--- src/design/wslm_pkg.sv ---
package wslm_pkg;

  localparam int MEASURE_W = 30;
  localparam int COUNT_W = 16;
  localparam int LIMIT_W = 23;
  localparam int STATUS_W = 2;
  localparam int ADDR_W = 5;
  localparam int REG_IDX_W = 3;

  localparam logic [MEASURE_W-1:0] MEASURE_MAX = 30'h3FFF_FFFF;
  localparam logic [COUNT_W-1:0] COUNT_MAX = 16'hFFFF;

  // status codes
  localparam logic [STATUS_W-1:0] STATUS_OK = 2'd0;
  localparam logic [STATUS_W-1:0] STATUS_STALLED = 2'd1;
  localparam logic [STATUS_W-1:0] STATUS_OVER_LIMIT = 2'd2;

  // register indexes
  localparam logic [REG_IDX_W-1:0] REG_QUIET_BAND = 3'd0;
  localparam logic [REG_IDX_W-1:0] REG_STALL_AFTER = 3'd1;
  localparam logic [REG_IDX_W-1:0] REG_SAFETY_FORCE_X = 3'd2;
  localparam logic [REG_IDX_W-1:0] REG_SAFETY_FORCE_Y = 3'd3;
  localparam logic [REG_IDX_W-1:0] REG_SAFETY_FORCE_Z = 3'd4;
  localparam logic [REG_IDX_W-1:0] REG_SAFETY_TORQUE_X = 3'd5;
  localparam logic [REG_IDX_W-1:0] REG_SAFETY_TORQUE_Y = 3'd6;
  localparam logic [REG_IDX_W-1:0] REG_SAFETY_TORQUE_Z = 3'd7;

  localparam logic [MEASURE_W-1:0] QUIET_BAND_RESET = '0;
  localparam logic [COUNT_W-1:0] STALL_AFTER_RESET = 16'd100;
  localparam logic [LIMIT_W-1:0] SAFETY_LIMIT_RESET = 23'h7F_FFFF;

  typedef struct packed {
    logic [MEASURE_W-1:0] quiet_band;
    logic [COUNT_W-1:0]   stall_after;
  } stall_cfg_t;

  typedef struct packed {
    logic [MEASURE_W-1:0] change_measure;
    logic [STATUS_W-1:0]  status;
  } result_t;

endpackage

--- src/design/wslm_lane.sv ---
module wslm_lane #(
  parameter int SAMPLE_WIDTH = 24,
  localparam int FULL_W = SAMPLE_WIDTH + 1,
  localparam int MAG_W = (FULL_W > 30) ? 30 : FULL_W,
  localparam int ROOT_W = MAG_W + 1
) (
  input  logic                           clk,
  input  logic                           rst,
  input  logic                           start,
  input  logic signed [SAMPLE_WIDTH-1:0] cur [3],
  input  logic signed [SAMPLE_WIDTH-1:0] prev [3],
  output logic                           done,
  output logic                           ovf,
  output logic [ROOT_W-1:0]              norm
);

  localparam int EXT_W = (FULL_W > 30) ? FULL_W : 31;
  localparam int PROD_W = 2 * MAG_W;
  localparam int SUM_W = 2 * ROOT_W;
  localparam int REM_W = ROOT_W + 2;
  localparam int CNT_W = $clog2(ROOT_W);
  localparam logic [CNT_W-1:0] LAST_STEP = CNT_W'(ROOT_W - 1);
  localparam logic [CNT_W-1:0] SQ_LAST = CNT_W'(3);

  localparam logic [1:0] ST_IDLE = 2'd0;
  localparam logic [1:0] ST_SQ   = 2'd1;
  localparam logic [1:0] ST_ROOT = 2'd2;

  logic [1:0]              state;
  logic [CNT_W-1:0]        cnt;
  logic [PROD_W-1:0]       prod;
  logic [SUM_W-1:0]        sum;
  logic [REM_W-1:0]        rem;
  logic [ROOT_W-1:0]       root;

  logic signed [FULL_W-1:0] diff [3];
  logic [FULL_W-1:0]        mag_full [3];
  logic [EXT_W-1:0]         mag_ext [3];
  logic [MAG_W-1:0]         mag [3];
  logic [2:0]               ovf_ax;
  logic [MAG_W-1:0]         sel;
  logic [REM_W-1:0]         rem_sh;
  logic [REM_W-1:0]         trial;
  logic                     geq;

  always_comb begin
    for (int i = 0; i < 3; i++) begin
      diff[i] = FULL_W'(cur[i]) - FULL_W'(prev[i]);
      mag_full[i] = diff[i][FULL_W-1] ? FULL_W'(-diff[i]) : FULL_W'(diff[i]);
      mag_ext[i] = EXT_W'(mag_full[i]);
      ovf_ax[i] = |(mag_ext[i] >> 30);
      mag[i] = mag_ext[i][MAG_W-1:0];
    end
  end

  always_comb begin
    case (cnt[1:0])
      2'd0:    sel = mag[0];
      2'd1:    sel = mag[1];
      2'd2:    sel = mag[2];
      default: sel = '0;
    endcase
  end

  // one result bit per step, two radicand bits shifted in
  assign rem_sh = {rem[REM_W-3:0], sum[SUM_W-1 -: 2]};
  assign trial = {root, 2'b01};
  assign geq = (rem_sh >= trial);

  always_ff @(posedge clk) begin
    if (rst) begin
      state <= ST_IDLE;
      cnt <= '0;
      done <= 1'b0;
    end else begin
      done <= 1'b0;
      unique case (state)
        ST_IDLE: begin
          if (start) begin
            state <= ST_SQ;
            cnt <= '0;
          end
        end
        ST_SQ: begin
          if (cnt == SQ_LAST) begin
            state <= ST_ROOT;
            cnt <= '0;
          end else begin
            cnt <= cnt + 1'b1;
          end
        end
        ST_ROOT: begin
          if (cnt == LAST_STEP) begin
            state <= ST_IDLE;
            done <= 1'b1;
          end else begin
            cnt <= cnt + 1'b1;
          end
        end
        default: state <= ST_IDLE;
      endcase
    end
  end

  always_ff @(posedge clk) begin
    if (state == ST_IDLE && start) begin
      sum <= '0;
      rem <= '0;
      root <= '0;
    end else if (state == ST_SQ) begin
      // product registered before it is accumulated
      prod <= PROD_W'(sel) * PROD_W'(sel);
      if (cnt != '0) begin
        sum <= sum + SUM_W'(prod);
      end
    end else if (state == ST_ROOT) begin
      sum <= sum << 2;
      rem <= geq ? (rem_sh - trial) : rem_sh;
      root <= {root[ROOT_W-2:0], geq};
      if (cnt == LAST_STEP) begin
        ovf <= |ovf_ax;
      end
    end
  end

  assign norm = root;

endmodule

--- src/design/wslm_merge.sv ---
module wslm_merge #(
  parameter int ROOT_W = 26
) (
  input  logic                        clk,
  input  logic                        rst,
  input  logic                        start,
  input  logic [ROOT_W-1:0]           fnorm,
  input  logic [ROOT_W-1:0]           tnorm,
  input  logic                        fovf,
  input  logic                        tovf,
  input  logic                        over_limit,
  input  wslm_pkg::stall_cfg_t        cfg,
  input  logic                        take,
  output logic                        fire,
  output wslm_pkg::result_t           res
);
  import wslm_pkg::*;

  localparam int WIDE_W = (ROOT_W + 4 > MEASURE_W + 1) ? ROOT_W + 4 : MEASURE_W + 1;

  logic                 pend;
  logic [MEASURE_W-1:0] measure;
  logic [COUNT_W-1:0]   count;
  logic [COUNT_W-1:0]   count_next;
  logic [WIDE_W-1:0]    wide;
  logic                 changed;
  logic                 stalled;

  // f + 10*t as f + 8t + 2t
  assign wide = WIDE_W'(fnorm) + (WIDE_W'(tnorm) << 3) + (WIDE_W'(tnorm) << 1);

  assign changed = (measure > cfg.quiet_band);
  assign fire = pend & take;

  always_comb begin
    if (changed) begin
      count_next = '0;
      stalled = 1'b0;
    end else begin
      count_next = (count == COUNT_MAX) ? count : count + 1'b1;
      stalled = (count_next >= cfg.stall_after);
    end
  end

  always_comb begin
    res.change_measure = measure;
    if (stalled) begin
      res.status = STATUS_STALLED;
    end else if (over_limit) begin
      res.status = STATUS_OVER_LIMIT;
    end else begin
      res.status = STATUS_OK;
    end
  end

  always_ff @(posedge clk) begin
    if (rst) begin
      pend <= 1'b0;
      count <= '0;
    end else begin
      if (start) begin
        pend <= 1'b1;
      end else if (fire) begin
        pend <= 1'b0;
        count <= count_next;
      end
    end
  end

  always_ff @(posedge clk) begin
    if (start) begin
      if (fovf || tovf || wide > WIDE_W'(MEASURE_MAX)) begin
        measure <= MEASURE_MAX;
      end else begin
        measure <= wide[MEASURE_W-1:0];
      end
    end
  end

endmodule

--- src/design/wrench_stall_and_limit_monitor.sv ---
// channel | dir | handshake            | payload
// s_*     | in  | s_tvalid / s_tready  | s_tdata: force_x..torque_z, SAMPLE_WIDTH bits each
// m_*     | out | m_tvalid / m_tready  | m_tdata: status, change_measure
// apb     | in  | psel/penable/pready  | 8 registers at 4*i, 32-bit data
//
// One sample at a time; the time from accept to the next accept is set by the bit-serial
// square root in each lane (one root bit per cycle, ROOT_W = SAMPLE_WIDTH + 2 up to 29 bits);
// the result then reaches m_tdata through the merge stage.
// s_tready drops from accept until the result is loaded into the output register.
// A result may wait in m_tdata while the next sample is already accepted.
// Reset is synchronous and clears control state, counter, stored sample and registers.
module wrench_stall_and_limit_monitor #(
  parameter int SAMPLE_WIDTH = 24,
  localparam int IN_BITS = 6 * SAMPLE_WIDTH,
  localparam int IN_W = ((IN_BITS + 7) / 8) * 8
) (
  input  logic                          clk,
  input  logic                          rst,
  input  logic                          s_tvalid,
  output logic                          s_tready,
  input  logic [IN_W-1:0]               s_tdata,  // force_x, force_y, force_z, torque_x, torque_y, torque_z
  output logic                          m_tvalid,
  input  logic                          m_tready,
  output logic [31:0]                   m_tdata,  // status[1:0], change_measure[31:2]
  input  logic                          psel,
  input  logic                          penable,
  input  logic                          pwrite,
  input  logic [wslm_pkg::ADDR_W-1:0]   paddr,
  input  logic [31:0]                   pwdata,
  output logic [31:0]                   prdata,
  output logic                          pready
);
  import wslm_pkg::*;

  localparam int FULL_W = SAMPLE_WIDTH + 1;
  localparam int MAG_W = (FULL_W > 30) ? 30 : FULL_W;
  localparam int ROOT_W = MAG_W + 1;
  localparam int CMP_W = (SAMPLE_WIDTH > LIMIT_W) ? SAMPLE_WIDTH : LIMIT_W;

  logic [MEASURE_W-1:0]           quiet_band;
  logic [COUNT_W-1:0]             stall_after;
  logic [LIMIT_W-1:0]             safety [6];
  logic signed [SAMPLE_WIDTH-1:0] cur [6];
  logic signed [SAMPLE_WIDTH-1:0] prev [6];
  logic signed [SAMPLE_WIDTH-1:0] in_axis [6];
  logic [SAMPLE_WIDTH-1:0]        in_mag [6];
  logic [5:0]                     in_over;
  logic                           over_limit;
  logic                           busy;
  logic                           start;
  logic                           s_fire;
  logic                           cfg_wr;
  logic [REG_IDX_W-1:0]           reg_idx;

  logic               fdone, tdone, fovf, tovf;
  logic [ROOT_W-1:0]  fnorm, tnorm;
  logic               take, fire;
  stall_cfg_t         cfg;
  result_t            res;

  assign s_tready = ~busy;
  assign s_fire = s_tvalid & s_tready;
  assign pready = 1'b1;
  assign cfg_wr = psel & penable & pwrite & pready;
  assign reg_idx = paddr[ADDR_W-1:2];

  always_comb begin
    for (int i = 0; i < 6; i++) begin
      in_axis[i] = s_tdata[i*SAMPLE_WIDTH +: SAMPLE_WIDTH];
      // most negative value maps to 2^(W-1), still fits unsigned
      in_mag[i] = in_axis[i][SAMPLE_WIDTH-1] ? SAMPLE_WIDTH'(-in_axis[i])
                                             : SAMPLE_WIDTH'(in_axis[i]);
      in_over[i] = (CMP_W'(in_mag[i]) > CMP_W'(safety[i]));
    end
  end

  // configuration
  always_ff @(posedge clk) begin
    if (rst) begin
      quiet_band <= QUIET_BAND_RESET;
      stall_after <= STALL_AFTER_RESET;
      for (int i = 0; i < 6; i++) begin
        safety[i] <= SAFETY_LIMIT_RESET;
      end
    end else if (cfg_wr) begin
      unique case (reg_idx)
        REG_QUIET_BAND:      quiet_band <= pwdata[MEASURE_W-1:0];
        REG_STALL_AFTER:     stall_after <= pwdata[COUNT_W-1:0];
        REG_SAFETY_FORCE_X:  safety[0] <= pwdata[LIMIT_W-1:0];
        REG_SAFETY_FORCE_Y:  safety[1] <= pwdata[LIMIT_W-1:0];
        REG_SAFETY_FORCE_Z:  safety[2] <= pwdata[LIMIT_W-1:0];
        REG_SAFETY_TORQUE_X: safety[3] <= pwdata[LIMIT_W-1:0];
        REG_SAFETY_TORQUE_Y: safety[4] <= pwdata[LIMIT_W-1:0];
        REG_SAFETY_TORQUE_Z: safety[5] <= pwdata[LIMIT_W-1:0];
        default: ;
      endcase
    end
  end

  always_comb begin
    unique case (reg_idx)
      REG_QUIET_BAND:      prdata = 32'(quiet_band);
      REG_STALL_AFTER:     prdata = 32'(stall_after);
      REG_SAFETY_FORCE_X:  prdata = 32'(safety[0]);
      REG_SAFETY_FORCE_Y:  prdata = 32'(safety[1]);
      REG_SAFETY_FORCE_Z:  prdata = 32'(safety[2]);
      REG_SAFETY_TORQUE_X: prdata = 32'(safety[3]);
      REG_SAFETY_TORQUE_Y: prdata = 32'(safety[4]);
      REG_SAFETY_TORQUE_Z: prdata = 32'(safety[5]);
      default:             prdata = '0;
    endcase
  end

  // sample capture and control
  always_ff @(posedge clk) begin
    if (rst) begin
      busy <= 1'b0;
      start <= 1'b0;
      for (int i = 0; i < 6; i++) begin
        prev[i] <= '0;
      end
    end else begin
      start <= s_fire;
      if (s_fire) begin
        busy <= 1'b1;
      end else if (fire) begin
        busy <= 1'b0;
        for (int i = 0; i < 6; i++) begin
          prev[i] <= cur[i];
        end
      end
    end
  end

  always_ff @(posedge clk) begin
    if (s_fire) begin
      for (int i = 0; i < 6; i++) begin
        cur[i] <= in_axis[i];
      end
      over_limit <= |in_over;
    end
  end

  wslm_lane #(.SAMPLE_WIDTH(SAMPLE_WIDTH)) u_force_lane (
    .clk  (clk),
    .rst  (rst),
    .start(start),
    .cur  (cur[0:2]),
    .prev (prev[0:2]),
    .done (fdone),
    .ovf  (fovf),
    .norm (fnorm)
  );

  wslm_lane #(.SAMPLE_WIDTH(SAMPLE_WIDTH)) u_torque_lane (
    .clk  (clk),
    .rst  (rst),
    .start(start),
    .cur  (cur[3:5]),
    .prev (prev[3:5]),
    .done (tdone),
    .ovf  (tovf),
    .norm (tnorm)
  );

  assign cfg.quiet_band = quiet_band;
  assign cfg.stall_after = stall_after;
  assign take = ~m_tvalid | m_tready;

  wslm_merge #(.ROOT_W(ROOT_W)) u_merge (
    .clk       (clk),
    .rst       (rst),
    .start     (fdone),
    .fnorm     (fnorm),
    .tnorm     (tnorm),
    .fovf      (fovf),
    .tovf      (tovf),
    .over_limit(over_limit),
    .cfg       (cfg),
    .take      (take),
    .fire      (fire),
    .res       (res)
  );

  // output register
  always_ff @(posedge clk) begin
    if (rst) begin
      m_tvalid <= 1'b0;
    end else if (fire) begin
      m_tvalid <= 1'b1;
    end else if (m_tready) begin
      m_tvalid <= 1'b0;
    end
  end

  always_ff @(posedge clk) begin
    if (fire) begin
      m_tdata <= {res.change_measure, res.status};
    end
  end

  a_lanes_in_step: assert property (@(posedge clk) disable iff (rst)
    fdone == tdone) else $error("force and torque lanes out of step");

  a_start_after_accept: assert property (@(posedge clk) disable iff (rst)
    s_fire |=> start && busy) else $error("accepted sample did not start lanes");

  a_fire_only_busy: assert property (@(posedge clk) disable iff (rst)
    fire |-> busy && !start) else $error("result issued with no sample in flight");

  a_status_code: assert property (@(posedge clk) disable iff (rst)
    m_tvalid |-> (m_tdata[1:0] == STATUS_OK || m_tdata[1:0] == STATUS_STALLED ||
                  m_tdata[1:0] == STATUS_OVER_LIMIT))
    else $error("undefined status code");

endmodule

--- config.mk ---
export PLATFORM = sky130hd
export DESIGN_NAME = wrench_stall_and_limit_monitor
export DESIGN_NICKNAME = d
export VERILOG_FILES = /design/src/design/wslm_pkg.sv /design/src/design/wslm_lane.sv /design/src/design/wslm_merge.sv /design/src/design/wrench_stall_and_limit_monitor.sv
export SDC_FILE = /design/constraint.sdc
export NUM_CORES = 2
export LEC_CHECK = 0
export BUFFER_PORTS_ARGS = -buffer_cell sky130_fd_sc_hd__buf_2
export CORE_MARGIN = 2
export CORE_UTILIZATION = 49
export DETAILED_ROUTE_END_ITERATION = 16
export GPL_TIMING_DRIVEN = 0
export PLACE_DENSITY = 0.65
export SYNTH_ARGS = -nofsm -noshare
export SYNTH_HDL_FRONTEND = slang
export SYNTH_SLANG_ARGS = --single-unit
--- constraint.sdc ---
create_clock -name clk -period 12.3 [get_ports clk]
set_clock_uncertainty 0.2 [all_clocks]
set_input_delay 1.845 -clock clk [delete_from_list [all_inputs] [get_ports clk]]
set_output_delay 1.845 -clock clk [all_outputs]
set_load 0.005 [all_outputs]
# ---- Word-level counts from Yosys, hierarchy flattened
# Memories as Yosys holds them, arrays and structs flattened.
# Cells that the tools add are included.
# Widths: inputs -> output; s select.
dict set report totals {
  output_inout_bits 67
  memories 1
  reg_bits 740
  ramBits 138
  inputBits 188
}
# memory depth word_bits rd rd_ports_with_merged_regs wr line_no
set mem_list {}
lappend mem_list {safety 6 23 6 0 6 wrench_stall_and_limit_monitor.sv:42} ;# logic [LIMIT_W-1:0] safety [6];
dict set report op_classes {
  bitwise_logic 20
  addsub 27
  n_eq_ne 30
  order_cmp 11
  muxes 79
  n_mul 2
  n_reduce_logical 32
}
# op n
set op_table {}
lappend op_table {{$mux 52} 6}
lappend op_table {{$pmux 32 s8} 1}
lappend op_table {{$mux 25} 6}
lappend op_table {{$neg 25->25} 6}
lappend op_table {{$pmux 25 s3} 2}
lappend op_table {{$sub 24x24->25} 6}
lappend op_table {{$gt 24x23->1} 6}
lappend op_table {{$mux 24} 6}
lappend op_table {{$neg 24->24} 6}
lappend op_table {{$mux 23} 6}
lappend op_table {{$add 52x50->52} 2}
lappend op_table {{$mul 25x25->50} 2}
lappend op_table {{$ge 28x28->1} 2}
lappend op_table {{$mux 26} 2}
lappend op_table {{$sub 26x26->26} 2}
lappend op_table {{$mux 1} 33}
lappend op_table {{$mux 16} 2}
lappend op_table {{$add 30x27->31} 1}
lappend op_table {{$gt 31x30->1 const B} 1}
lappend op_table {{$add 26x29->30} 1}
lappend op_table {{$gt 30x30->1} 1}
lappend op_table {{$pmux 5 s3} 2}
lappend op_table {{$mux 5} 5}
lappend op_table {{$reduce_and 2->1} 10}
lappend op_table {{other kinds (27)} 84}

# ---- Depth between registers and ports, before layout
dict set report logic_depth {
  depth_word 6
  ltp_mapped 48
  ltp_nobuf 47
}

# ---- Hierarchy
# Synthesis repeated with hierarchy kept, for this count alone.
dict set report unflattened {
  hier_cells 11222
  hier_area_um2 98311.8
}
# module instances area_each_um2 cells_per_inst seq_area_each_um2
set by_module_without_submodules {}
lappend by_module_without_submodules {{wslm_lane at u_torque_lane} 1 34494.3 4127 3713.6}
lappend by_module_without_submodules {{wslm_lane at u_force_lane} 1 33950.1 4071 3713.6}
lappend by_module_without_submodules {wrench_stall_and_limit_monitor 1 24750.0 2450 13322.8}
lappend by_module_without_submodules {wslm_merge 1 5117.4 574 1241.2}

# ---- Worst setup path before layout
# OpenSTA, ideal clock, no wires.
dict set report synth_path {
  kind {reg-to-reg}
  start {reg cur[24] (netlist name)}
  end {reg u_torque_lane.prod[49] (data pin)}
  path_slack_ns 1.567
  stages_incl_launch_ff 45
  n_path_buf 1
  arrival_ns 10.265
  setup_time_ns 0.268
  period_less_slack_ns 10.733
  required_ns 11.832
  cell_sequence {edfxtp_1 inv_1 ha_1 inv_1 fa_1 a211oi_1 o21ai_1 and3_1 a2111o_1 o311ai_1 nand3_1 nor4b_2 nand2_1 o21a_1 xor2_1 a222oi_1 buf_2 nor2_1 [... 9 more ...] fa_1 inv_1 fa_1 inv_1 ha_1 o21a_1 o211ai_1 nand2_1 a21o_1 a21oi_1 nor2_1 o21ai_0 o2111ai_1 a21oi_1 o21ai_0 a21oi_1 o21ai_0 xnor3_1}
}
dict set report synth_between {
  elab_chain_cells 5
}
# element line_no
set synth_lines {}
lappend synth_lines {{start: declaration} wrench_stall_and_limit_monitor.sv:43} ;# logic signed [SAMPLE_WIDTH-1:0] cur [6];
lappend synth_lines {{start signal: indexed assignment} wrench_stall_and_limit_monitor.sv:138} ;# cur[i] <= in_axis[i];
lappend synth_lines {{$sub 24x24->25 (*)} wslm_lane.sv:48} ;# diff[i] = FULL_W'(cur[i]) - FULL_W'(prev[i]);
lappend synth_lines {{$neg 25->25} wslm_lane.sv:49} ;# mag_full[i] = diff[i][FULL_W-1] ? FULL_W'(-diff[i]) : FULL_W'(diff[i]);
lappend synth_lines {{$mux 25 (*)} wslm_lane.sv:49}
lappend synth_lines {{$pmux 25 s3 (*)} wslm_lane.sv:57} ;# case (cnt[1:0])
lappend synth_lines {{$mul 25x25->50 (*)} wslm_lane.sv:112} ;# prod <= PROD_W'(sel) * PROD_W'(sel);
lappend synth_lines {{end signal: assignment} wslm_lane.sv:112}
lappend synth_lines {{end: declaration} wslm_lane.sv:31} ;# logic [PROD_W-1:0] prod;
# Mark *: on every way between the ends. The rest lies on a longest branch, timed or not.
# A chain may end at the register's enable or synchronous reset.

# ---- Worst setup path after layout
dict set report layout_path {
  start {reg cur[48] (netlist name)}
  end {reg u_torque_lane.prod[46] (data pin)}
}
# The elaborated chain is that of the path after synthesis.

==> metrics.csv <==
stage,metric,value,unit
logic_synthesis,post-synthesis sequential area ratio,22.8,%
detailed_routing,drt pass-1 iters,9,
worst_setup_path,Crit path top cell by count,fa_1,
placement,routability cong.,1.05,
sta,final hold vios,0,
clock_network,# clock sinks,876,
logic_synthesis,Synth Cell Area,96300,sq um
final_layout,Finished Cell Area,106000,sq um
clock_network,"Clk Latency, worst-skew pair",0.78,ns
worst_setup_path,crit path max fanout,19,
detailed_routing,ANT nets after route,0,
logic_synthesis,Post-synth ARST share,0,%
final_layout,share of cells above drive strength 1,7.21,%
sta,Tcrit/Tclk final,97.4,%
sta,crit path time final,11.98,ns
worst_setup_path,arrival time at the worst endpoint,12.28,ns
floorplan,Starting Density,49.4,%
detailed_routing,DR WL/cell,23.2,um
final_layout,fin nets,13386,
outcome,status,completed,
clock_network,CTS Buffer Depth,3,
detailed_routing,DR vias/cell,5.78,
floorplan,I/O pins,255,
final_layout,"most common cell after layout, fill and taps aside",inv_1,
floorplan,DIE HEIGHT,447,um
sta,hold_ws,0.254,ns
floorplan,DIE AREA,200000,sq um
min_path,HP Class,register to register,
logic_synthesis,compound-cell area share of the yosys netlist,14.9,%
worst_setup_path,Worst setup EP type,register,
logic_synthesis,post-synthesis xor/xnor area fraction,5.39,%
floorplan,Core ar.,195000,sq um
final_layout,Area Overhead vs Synth,10.4,%
logic_synthesis,#FFs+latches synth,876,
clock_network,"Hold-fix buffers, CTS",0,
grt,global-route wire length before repair,490000,um
logic_synthesis,Avg Synthesized Cell Area,8.83,sq um
placement,count of input and output buffers,244,
logic_synthesis,yosys synthesis warning count,0,
sta,Slew HR,5.51,%
logic_synthesis,Mapped Cells,10908,
floorplan,row count,162,
grt,initial antenna violation count,66,
detailed_routing,Via Count,81542,
sta,max-slew violation count,0,
worst_setup_path,CP max stage delay,0.57,ns
final_layout,register area,22000,sq um
placement,DP HPWL,269000,um
clock_network,Clock Root Buffer,clkbuf_16,
logic_synthesis,ys flop type,edfxtp_1,
placement,Placed Area,101000,sq um
logic_synthesis,Adder-Cell Fraction of Synth Area,31.7,%
final_layout,"commonest non-fill, non-tap cells in the layout","inv_1, nand2_1, fa_1",
worst_setup_path,CP Class,register to register,
flow_run,Max-Cap Viols,0,
detailed_routing,Iter 0 DRT Violations,7256,
sta,final setup fails,0,
sta,fmax,0.0835,GHz
logic_synthesis,Post-synth EDFFs,443,
grt,Tot GR Track Use,32.3,%
floorplan,Horiz. Die Dim,447,um
worst_setup_path,startpoint type of the worst setup path,register,
worst_setup_path,Required @ worst endpoint,12.60,ns
logic_synthesis,main combinational cell family by area after synthesis,adder cells,
clock_network,CTS tree,built,
detailed_routing,routed wire length,328000,um
grt,vias in the first global route,80714,
logic_synthesis,simple-gate share of the synthesized area,15.3,%
clock_network,# H-tree levels,3,
logic_synthesis,count of distinct cell types in the synthesized netlist,113,
worst_setup_path,slowest CP cell,fa_1,
final_layout,Fillers,17951,
grt,largest net degree at the start of global routing,99,
sta,Slew @ Worst Pin,1.42,ns
clock_network,Num CTS Buffers,102,
grt,grt ovf,0,
clock_network,clock-pin slew on the worst setup and hold paths,0.06,ns
logic_synthesis,mux cell area share after synthesis,1.57,%
detailed_routing,DRC violations left,0,
final_layout,area occupied by multi-input gates,67200,sq um
==> layout make-up <==
class	count	area share (%)
Clock inverter	63	0.813
Multi-Input combinational cell	7921	63.2
Antenna cell	54	0.127
Inverter	1703	6.03
Timing Repair Buffer	324	1.83
Tap cell	2624	3.09
Buffer	404	1.64
Clock buffer	130	2.64
Sequential cell	876	20.7
==> flip-flops by register name, indices dropped and copies added (netlist names), 30 cells and up <==
register and cells:
prev 144, m_tdata 32, cur 144, safety 138, u_force_lane.sum 52, u_force_lane.prod 49
u_torque_lane.prod 49, u_merge.measure 30, quiet_band 30, u_torque_lane.sum 52
==> worst max-delay path: cells and delay by family, from the launching register on <==
family	cells	cell delay, ns
adder cells (fa/ha/maj)	10	4.49
XOR/XNOR	2	0.41
AO/OA/AOI/OAI	16	3.29
AND/OR/NAND/NOR	6	1.58
flip-flops	1	0.41
buffers and inverters	10	1.16
multiplexers	1	0.15
==> synth_stat cells, types with 18 or more instances <==
cell | number | area, sq um
a211o_1 | 20 | 175
a211oi_1 | 84 | 631
a21boi_0 | 20 | 150
a21o_1 | 269 | 2020
a21oi_1 | 778 | 3890
a221o_1 | 18 | 180
a221oi_1 | 40 | 350
a22oi_1 | 36 | 270
a311oi_1 | 22 | 193
a31oi_1 | 115 | 719
and2_1 | 141 | 882
and3_1 | 73 | 457
buf_1 | 22 | 82.6
buf_2 | 27 | 135
clkbuf_1 | 351 | 1320
dfxtp_1 | 433 | 8670
edfxtp_1 | 443 | 13300
fa_1 | 963 | 19300
ha_1 | 903 | 11300
inv_1 | 1696 | 6370
mux2i_1 | 123 | 1230
nand2_1 | 1163 | 4370
nand2b_1 | 211 | 1320
nand3_1 | 165 | 826
nand4_1 | 92 | 576
nor2_1 | 637 | 2390
nor2b_1 | 101 | 632
nor3_1 | 127 | 636
nor4_1 | 31 | 194
o211ai_1 | 27 | 203
o21a_1 | 100 | 751
o21ai_0 | 336 | 1680
o21bai_1 | 66 | 495
o221ai_1 | 19 | 166
o22ai_1 | 24 | 150
o31a_1 | 18 | 158
o31ai_1 | 56 | 420
o41ai_1 | 24 | 210
or2_2 | 43 | 269
or3_1 | 170 | 1060
or4_1 | 28 | 210
xnor2_1 | 405 | 3550
xor2_1 | 185 | 1620
==> metal layers <==
layer | part of all wire (%) | vias to the layer above | GRT usage, %
met5 | 0.034 | - | 0.195
met4 | 5.6 | 8 | 16.3
met3 | 8.4 | 701 | 6.80
met2 | 45 | 3302 | 51.2
met1 | 40 | 39997 | 41.7
li1 | - | 37534 | -
==> worst paths after layout <==
check | from | to | slack, ns | depth (start not counted)
setup / recovery | cur[48] | u_torque_lane.prod[46] | 0.32 | 45
hold / removal | prev[103] | prev[103] | 0.25 | 2
setup reg to reg | cur[48] | u_torque_lane.prod[46] | 0.32 | 45
hold reg to reg | prev[103] | prev[103] | 0.25 | 2
==> what timing repair did <==
action	4_1_cts	5_1_grt
resized for setup	115	183
endpoints found under the hold margin	0	0
setup buffers	19	38
pin swaps	15	33
setup endpoints to repair	45	31
==> kinds of logic after synthesis <==
family                   count (synthesis)
multiplexers                           139
adder cells (fa/ha/maj)               1866
XOR/XNOR                               591
flip-flops                             876
AND/OR/NAND/NOR                       3087
buffers and inverters                 2112
other                                    2
AO/OA/AOI/OAI                         2235
==> through the flow <==
stage | utilization, % | instances | TNS [ns] | worst slack [ns]
after global placement | 51.7 | 13777 | -58.09 | -3.00
after detailed placement | 51.8 | 13799 | -41.15 | -2.26
after floorplan | - | 10909 | 0 | 1.57
after CTS | 54.0 | 14009 | 0 | 0.00960
after global routing | 54.5 | 14089 | -0.277 | -0.0765
final | 54.5 | 14099 | 0 | 0.323
Power is not shown: default switching activity piles up to over one toggle a cycle in this logic, so the estimate is an artifact.
